[config.mk]
export PLATFORM = sky130hd
export DESIGN_NAME = obb_cordic
export DESIGN_NICKNAME = d
export VERILOG_FILES = /design/src/hdl/obb_pkg.sv /design/src/hdl/obb_cordic.sv
export SDC_FILE = /design/constraint.sdc
export NUM_CORES = 2
export LEC_CHECK = 0
export BUFFER_PORTS_ARGS = -buffer_cell sky130_fd_sc_hd__buf_2
export CORE_MARGIN = 2
export CORE_UTILIZATION = 50
export DETAILED_ROUTE_END_ITERATION = 16
export GPL_ROUTABILITY_DRIVEN = 0
export PLACE_DENSITY = 0.65
export SYNTH_ARGS = -nofsm -noshare
export SYNTH_HDL_FRONTEND = slang
export SYNTH_SLANG_ARGS = --single-unit
[constraint.sdc]
create_clock -name clk -period 9.29 [get_ports clk]
set_clock_uncertainty 0.15 [all_clocks]
set_input_delay 2.3225 -clock clk [delete_from_list [all_inputs] [get_ports clk]]
set_output_delay 2.3225 -clock clk [all_outputs]
set_load 0.05 [all_outputs]
[src/hdl/obb_pkg.sv]
// Package with the constants and the arctangent table of the oriented box overlap block.
`timescale 1ns / 1ps
package obb_pkg;

	// Angle input width and trigonometric result format (signed Q1.14 plus guard).
	localparam int ANGLE_W = 16;
	localparam int TRIG_W = 18;
	localparam int TRIG_FRAC = 14;

	// CORDIC datapath: x and y in Q2.30, z in units of 2^-32 turn.
	localparam int CD_W = 34;
	localparam int TABLE_LEN = 24;
	localparam logic signed [CD_W-1:0] CORDIC_GAIN = 34'sd652032874;

	// Arctangent of 2^-i in units of 2^-32 turn.
	function automatic logic signed [CD_W-1:0] atan_turn(input int idx);
		logic signed [CD_W-1:0] r;
		case (idx)
			0: r = 34'sh020000000;
			1: r = 34'sh012E4051E;
			2: r = 34'sh009FB385B;
			3: r = 34'sh0051111D4;
			4: r = 34'sh0028B0D43;
			5: r = 34'sh00145D7E1;
			6: r = 34'sh000A2F61E;
			7: r = 34'sh000517C55;
			8: r = 34'sh00028BE53;
			9: r = 34'sh000145F2F;
			10: r = 34'sh0000A2F98;
			11: r = 34'sh0000517CC;
			12: r = 34'sh000028BE6;
			13: r = 34'sh0000145F3;
			14: r = 34'sh00000A2FA;
			15: r = 34'sh00000517D;
			16: r = 34'sh0000028BE;
			17: r = 34'sh00000145F;
			18: r = 34'sh000000A30;
			19: r = 34'sh000000518;
			20: r = 34'sh00000028C;
			21: r = 34'sh000000146;
			22: r = 34'sh0000000A3;
			23: r = 34'sh000000051;
			default: r = '0;
		endcase
		return r;
	endfunction

endpackage

[src/hdl/obb_cordic.sv]
// Pipelined rotation-mode CORDIC giving cosine and sine of a turn fraction.
`timescale 1ns / 1ps
module obb_cordic import obb_pkg::*; #(
	parameter int STEPS = 16
) (
	input  logic clk,
	input  logic en,
	input  logic [ANGLE_W-1:0] angle,
	output logic signed [TRIG_W-1:0] cos_v,
	output logic signed [TRIG_W-1:0] sin_v
);

	logic signed [CD_W-1:0] x_s [STEPS+1];
	logic signed [CD_W-1:0] y_s [STEPS+1];
	logic signed [CD_W-1:0] z_s [STEPS+1];
	logic flip_s [STEPS+1];
	logic flip;
	logic signed [CD_W-1:0] x_neg, y_neg, x_rnd, y_rnd;

	// Fold the angle into a quarter turn either side of zero; a half turn negates both results.
	assign flip = angle[ANGLE_W-1] ^ angle[ANGLE_W-2];

	always_ff @(posedge clk) begin
		if (en) begin
			x_s[0] <= CORDIC_GAIN;
			y_s[0] <= '0;
			z_s[0] <= CD_W'($signed({angle[ANGLE_W-1] ^ flip, angle[ANGLE_W-2:0], 16'b0}));
			flip_s[0] <= flip;
		end
	end

	// One micro-rotation per stage.
	for (genvar i = 0; i < STEPS; i++) begin : g_step
		always_ff @(posedge clk) begin
			if (en) begin
				if (!z_s[i][CD_W-1]) begin
					x_s[i+1] <= x_s[i] - (y_s[i] >>> i);
					y_s[i+1] <= y_s[i] + (x_s[i] >>> i);
					z_s[i+1] <= z_s[i] - atan_turn(i);
				end else begin
					x_s[i+1] <= x_s[i] + (y_s[i] >>> i);
					y_s[i+1] <= y_s[i] - (x_s[i] >>> i);
					z_s[i+1] <= z_s[i] + atan_turn(i);
				end
				flip_s[i+1] <= flip_s[i];
			end
		end
	end

	// Undo the fold and round Q2.30 to Q1.14.
	always_comb begin
		x_neg = flip_s[STEPS] ? -x_s[STEPS] : x_s[STEPS];
		y_neg = flip_s[STEPS] ? -y_s[STEPS] : y_s[STEPS];
		x_rnd = x_neg + CD_W'(34'sd1 <<< (29 - TRIG_FRAC));
		y_rnd = y_neg + CD_W'(34'sd1 <<< (29 - TRIG_FRAC));
	end

	always_ff @(posedge clk) begin
		if (en) begin
			cos_v <= x_rnd[CD_W-1:CD_W-TRIG_W];
			sin_v <= y_rnd[CD_W-1:CD_W-TRIG_W];
		end
	end

endmodule

### Word-level counts from Yosys, hierarchy flattened

Memory sizes are Yosys's and may differ from the RTL's.
Cells that the tools add are included.
W data, S select, Z words.

* flip-flop bits (word level): 36
* memory bits (writable): 1751
* input bits: 18
* output and inout bits: 36
* word-level logic and storage cells: 303
* memories kept: 4

Memory list
* x_s: depth 17, bits a word 34, rd ports 17, clocked after memory_dff 0, wr ports 17, line obb_cordic.sv:13 `logic signed [CD_W-1:0] x_s [STEPS+1];`
* y_s: depth 17, bits a word 34, rd ports 17, clocked after memory_dff 0, wr ports 17, line obb_cordic.sv:14 `logic signed [CD_W-1:0] y_s [STEPS+1];`
* z_s: depth 17, bits a word 34, rd ports 16, clocked after memory_dff 0, wr ports 17, line obb_cordic.sv:15 `logic signed [CD_W-1:0] z_s [STEPS+1];`
* flip_s: depth 17, bits a word 1, rd ports 17, clocked after memory_dff 0, wr ports 17, line obb_cordic.sv:16 `logic flip_s [STEPS+1];`

* $add $sub $neg: 99
* mux-type cells: 148
* bitwise gates (word level): 50

Operator list (count)
* $mux W34: 50
* $add A34 B17 Y34 const B: 3
* $mux W1: 98
* $add A34 B19 Y34: 2
* $add A34 B20 Y34: 2
* $add A34 B21 Y34: 2
* $add A34 B22 Y34: 2
* $add A34 B23 Y34: 2
* $add A34 B24 Y34: 2
* $add A34 B25 Y34: 2
* $add A34 B26 Y34: 2
* $add A34 B27 Y34: 2
* $add A34 B28 Y34: 2
* $add A34 B29 Y34: 2
* $add A34 B30 Y34: 2
* $add A34 B31 Y34: 2
* $add A34 B32 Y34: 2
* $add A34 B33 Y34: 2
* $neg A34 Y34: 2
* $sub A34 B19 Y34: 2
* $sub A34 B20 Y34: 2
* $sub A34 B21 Y34: 2
* $sub A34 B22 Y34: 2
* $sub A34 B23 Y34: 2
* 45 further kinds: 104

### Longest topological paths before layout

* depth after elaboration: 4
* gate-level depth with buffers: 21
* depth with buffers taken out: 21

### Worst setup path before layout

No wires, ideal clock.

* path type: input to register
* start point: in en
* end point: mem y_s[6][30] (data pin)
* setup time: 272 ps
* arrival: 6619 ps
* setup slack: 2249 ps
* stages on the path: 19
* buffers on the path: 4
* path through: clkbuf_1 -> clkbuf_1 -> nand2_1 -> inv_1 -> clkbuf_1 -> clkbuf_1 -> nor2_1 -> xnor2_1 -> ha_1 -> nor2b_1 -> o21ai_0 -> a21oi_1 -> o211a_1 -> a31oi_1 -> a311o_1 -> a31oi_1 -> o41ai_1 -> mux2i_1 -> o2111ai_1

RTL lines
* start: declaration: line obb_cordic.sv:7 `input logic en,`
* end: declaration: line obb_cordic.sv:14

==> impl_summary.md <==
Run status
The flow ran to the end, and the final reports show no timing, DRC or antenna violations.

Layout
The share of cells above drive strength 1 is 4.07%. In the final design database the tool counted 14516 nets. The layout has roughly 22000 filler cells. The combined area of the multi-input logic cells is 0.0776 mm². Registers take 0.0450 mm². The area growth from synthesis to final layout is 8.08%.

Synth
The net count after synthesis is 14429. After synthesis the netlist holds a flip-flop and latch count of 1498. The synthesized instance count is 12990. The number of warnings printed during yosys synthesis is 0. The number of enable-type register cells in the synthesized netlist is 1498. The share of flip-flops with an asynchronous set or reset is 0%. The register area share after synthesis is 35.9%. The synthesized netlist contains 102 unique library cells. Each instance of the synthesized netlist takes up on average 9.65 µm². In the synthesized netlist the dominant register cell turns out to be sky130_fd_sc_hd__edfxtp_1. The netlist area before placement is ~0.13 mm².

Run
The number of max-cap violations is 0.

Worst hold path
In this run the worst hold path is classified as reg -> reg.

Clock tree
The clock-pin slew on the worst setup and hold paths is 0.06 ns. The number of CTS-inserted buffers is around 170. After clock tree synthesis, the flow added hold-fix buffers numbering 0.

The tree is rooted in a sky130_fd_sc_hd__clkbuf_16. The number of clock sinks is 1498. The number of setup buffers added after CTS is 0. The number of buffers on the longest clock path is 3. Post-CTS repair changed the size of 0 cells. The maximum level of the CTS H-tree is 4. The CTS tree is done. The clock latency of the later-clocked register in the worst-skew pair is 0.84 ns.

Global routing
The leftover overflow at the end of global routing is 0. The largest net degree at the start of global routing is 146. The via count of the first global-routing pass is a little under 100k. The first global-routing pass estimated 508 mm of wire. Global routing used between 20 and 25% of the available tracks. The initial antenna violation count is 6.

Place
Detailed placement finished with a half-perimeter wire length of 250 mm. The count of buffers added on input and output ports is 53.

Critical path
Together, buffers and inverters on the worst path number 3. Data arrives at the worst endpoint at between 7 and 8 ns. The worst setup path category is in -> reg. The signal on the critical path passes through buf_12, nand2_2, buf_4, inv_1, nor2_1, xnor2_1, ha_1, nor2b_1, o21ai_0, a21oi_1, o211a_1, a31oi_1, a311o_1, a31oi_1, o41ai_1, mux2i_1, o2111ai_1.

Broken down by cell family, the worst path's largest delay share belongs to compound AO/OA/AOI/OAI gates. The sort of element at the start of the critical path is a primary input. For this run, the slowest stage of the critical path takes 0.77 ns.

The worst endpoint required time is 9.69 ns. By instance count, the cell type seen most on the critical path is sky130_fd_sc_hd__a31oi_1. Among all stages on the critical path, the largest delay is contributed by sky130_fd_sc_hd__inv_1.

In this run the worst path has a maximum fanout of 103. The endpoint type of the worst setup path is a register.

Routing
The via count normalized by instance count is 6.04. The first routing iteration left 8055 violations. In this run the remaining antenna-violating nets after routing total 0. For this run, design rule violations remaining after detail routing come to 0. The final routed wirelength across all metal layers is 318 mm. The vias after detailed routing is 99911.

The first TritonRoute pass finished after 7 iterations. In the final routed layout, each cell accounts on average for 19.2 µm.

Floorplanning
In this run the core area contains between 150 and 200 standard-cell rows. The starting density of the core is 50.3%. The die is 505 µm wide. The region available for standard cell placement spans 0.249 mm².

The die is 505 µm tall. In this run the count of I/O pins placed on the die edge is 54. The area enclosed by the die boundary is 0.255 mm².

STA
Setup repair after global routing left no endpoint under its margin. The total count of max-transition violations in the final report came to 0. The hold violation total from the final report came to 0. The worst path needs 7.25 ns of the cycle, external delays included. Setup violations remaining at the end of the flow were counted as 0. The slew at the pin with the worst max-slew slack is approximately 1.1 ns. The relative slew slack is 23.9%.

The ratio of final minimum period to clock period is between 70% and 80%. The final sum of negative setup slack is 0 ns. For this run, the top clock speed supported by timing is ~140 MHz.
==> state kept, by name, indices dropped and copies added, names as in the netlist <==
name    count
cos_v      18
sin_v      18
flip_s     17
z_s       450
y_s       511
x_s       484
==> cell families after synthesis <==
| logic type | after synthesis | share of synthesized area [%] |
|---|---|---|
| compound gates | 3972 | 20.2 |
| xor+xnor | 1846 | 12.9 |
| fa+ha+maj | 1423 | 14.5 |
| buf+inv | 719 | 2.16 |
| flops | 1498 | 35.9 |
| mux | 111 | 0.941 |
| simple gates | 3421 | 13.4 |
==> cell usage after synthesis, types with 31 or more instances <==
library cell,count,area share (%)
sky130_fd_sc_hd__edfxtp_1,1498,36
sky130_fd_sc_hd__ha_1,1379,14
sky130_fd_sc_hd__a21oi_1,1273,5.1
sky130_fd_sc_hd__xnor2_1,1234,8.6
sky130_fd_sc_hd__nor2_1,1022,3.1
sky130_fd_sc_hd__nand2_1,719,2.2
sky130_fd_sc_hd__xor2_1,611,4.3
sky130_fd_sc_hd__o21ai_0,609,2.4
sky130_fd_sc_hd__a21o_1,574,3.4
sky130_fd_sc_hd__inv_1,512,1.5
sky130_fd_sc_hd__nor3_1,305,1.2
sky130_fd_sc_hd__nand3_1,244,0.97
sky130_fd_sc_hd__nand2b_1,237,1.2
sky130_fd_sc_hd__o21a_1,226,1.4
sky130_fd_sc_hd__nor2b_1,191,0.95
sky130_fd_sc_hd__o31ai_1,168,1.0
sky130_fd_sc_hd__clkbuf_1,161,0.48
sky130_fd_sc_hd__o21bai_1,156,0.93
sky130_fd_sc_hd__a211oi_1,131,0.78
sky130_fd_sc_hd__and3_1,127,0.63
sky130_fd_sc_hd__a31oi_1,124,0.62
sky130_fd_sc_hd__o21ai_1,114,0.46
sky130_fd_sc_hd__or3_1,99,0.49
sky130_fd_sc_hd__nand4_1,85,0.42
sky130_fd_sc_hd__nor4_1,82,0.41
sky130_fd_sc_hd__o211ai_1,69,0.41
sky130_fd_sc_hd__and2_1,63,0.31
sky130_fd_sc_hd__mux2i_1,60,0.48
sky130_fd_sc_hd__o41ai_1,54,0.38
sky130_fd_sc_hd__mux2_2,50,0.45
sky130_fd_sc_hd__or2_2,43,0.21
sky130_fd_sc_hd__fa_1,42,0.67
sky130_fd_sc_hd__or4_1,41,0.25
sky130_fd_sc_hd__o31a_1,40,0.28
sky130_fd_sc_hd__a211o_1,39,0.27
sky130_fd_sc_hd__nor3b_1,37,0.22
sky130_fd_sc_hd__a221oi_1,32,0.22
sky130_fd_sc_hd__buf_1,31,0.093
sky130_fd_sc_hd__o22ai_1,31,0.15
==> stage by stage <==
stage                     worst slack (ns)  instance area, µm²  hold WS, ns  util (%)  instances
final                                 2.04              135000        0.267      54.4      16555
after global routing                  1.69              135000        0.270      54.4      16555
after CTS                             2.12              135000        0.266      54.4      16553
after detailed placement              1.22              129000        0.255      52.0      16231
after global placement                1.30              129000        0.253      52.0      16231
after floorplan                       2.25              125000        0.250         -      12990
==> layout make-up <==
type / count / share of cell area, %
multi-input combinational: 10773 / 57.3
sequential: 1498 / 33.2
clock buffer: 202 / 3.31
tap: 3330 / 3.08
inverter: 523 / 1.45
clock inverter: 120 / 1.08
timing repair buffer: 107 / 0.534
antenna: 2 / 0.00370
==> layout by cell type (no fill, tap or decap), types with 43 or more instances in the layout <==
master	synthesis	final
sky130_fd_sc_hd__o21ai_0	609	609
sky130_fd_sc_hd__o21ai_1	114	114
sky130_fd_sc_hd__buf_4	0	51
sky130_fd_sc_hd__a21o_1	574	574
sky130_fd_sc_hd__nand3_1	244	244
sky130_fd_sc_hd__nand2b_1	237	237
sky130_fd_sc_hd__edfxtp_1	1498	1498
sky130_fd_sc_hd__o31ai_1	168	168
sky130_fd_sc_hd__o21a_1	226	226
sky130_fd_sc_hd__ha_1	1379	1379
sky130_fd_sc_hd__nor4_1	82	82
sky130_fd_sc_hd__o21bai_1	156	156
sky130_fd_sc_hd__o211ai_1	69	69
sky130_fd_sc_hd__and2_1	63	63
sky130_fd_sc_hd__clkbuf_16	0	175
sky130_fd_sc_hd__xor2_1	611	611
sky130_fd_sc_hd__a211oi_1	131	131
sky130_fd_sc_hd__a21oi_1	1273	1273
sky130_fd_sc_hd__nand2_1	719	710
sky130_fd_sc_hd__or2_2	43	43
sky130_fd_sc_hd__mux2_2	50	50
sky130_fd_sc_hd__a31oi_1	124	124
sky130_fd_sc_hd__xnor2_1	1234	1234
sky130_fd_sc_hd__and3_1	127	127
sky130_fd_sc_hd__nand4_1	85	85
sky130_fd_sc_hd__mux2i_1	60	60
sky130_fd_sc_hd__or3_1	99	99
sky130_fd_sc_hd__inv_1	512	510
sky130_fd_sc_hd__o41ai_1	54	54
sky130_fd_sc_hd__nor2b_1	191	191
sky130_fd_sc_hd__buf_2	2	52
sky130_fd_sc_hd__nor2_1	1022	1022
sky130_fd_sc_hd__nor3_1	305	305
==> final timing paths <==
kind,start,endpoint,slack [ns],cells after the start
hold reg to reg,flip_s[1][4],flip_s[1][5],0.27,0
setup / recovery,en,y_s[6][30],2.04,17
hold / removal,flip_s[1][4],flip_s[1][5],0.27,0
setup reg to reg,x_s[7][11],y_s[8][33],3.34,19
==> per-layer routing <==
layer  up-vias  wire length [µm]  global-route usage (%)
met1     47519            133000                    29.8
met3       669             15800                    2.93
li1      48755                 -                       -
met2      2964            156000                    42.6
met4         4             13000                    9.61
met5         -                24                       0
Power is left out: the tool's default activity adds up to more than one toggle a clock period on the data nets, which glitch-free logic cannot reach.
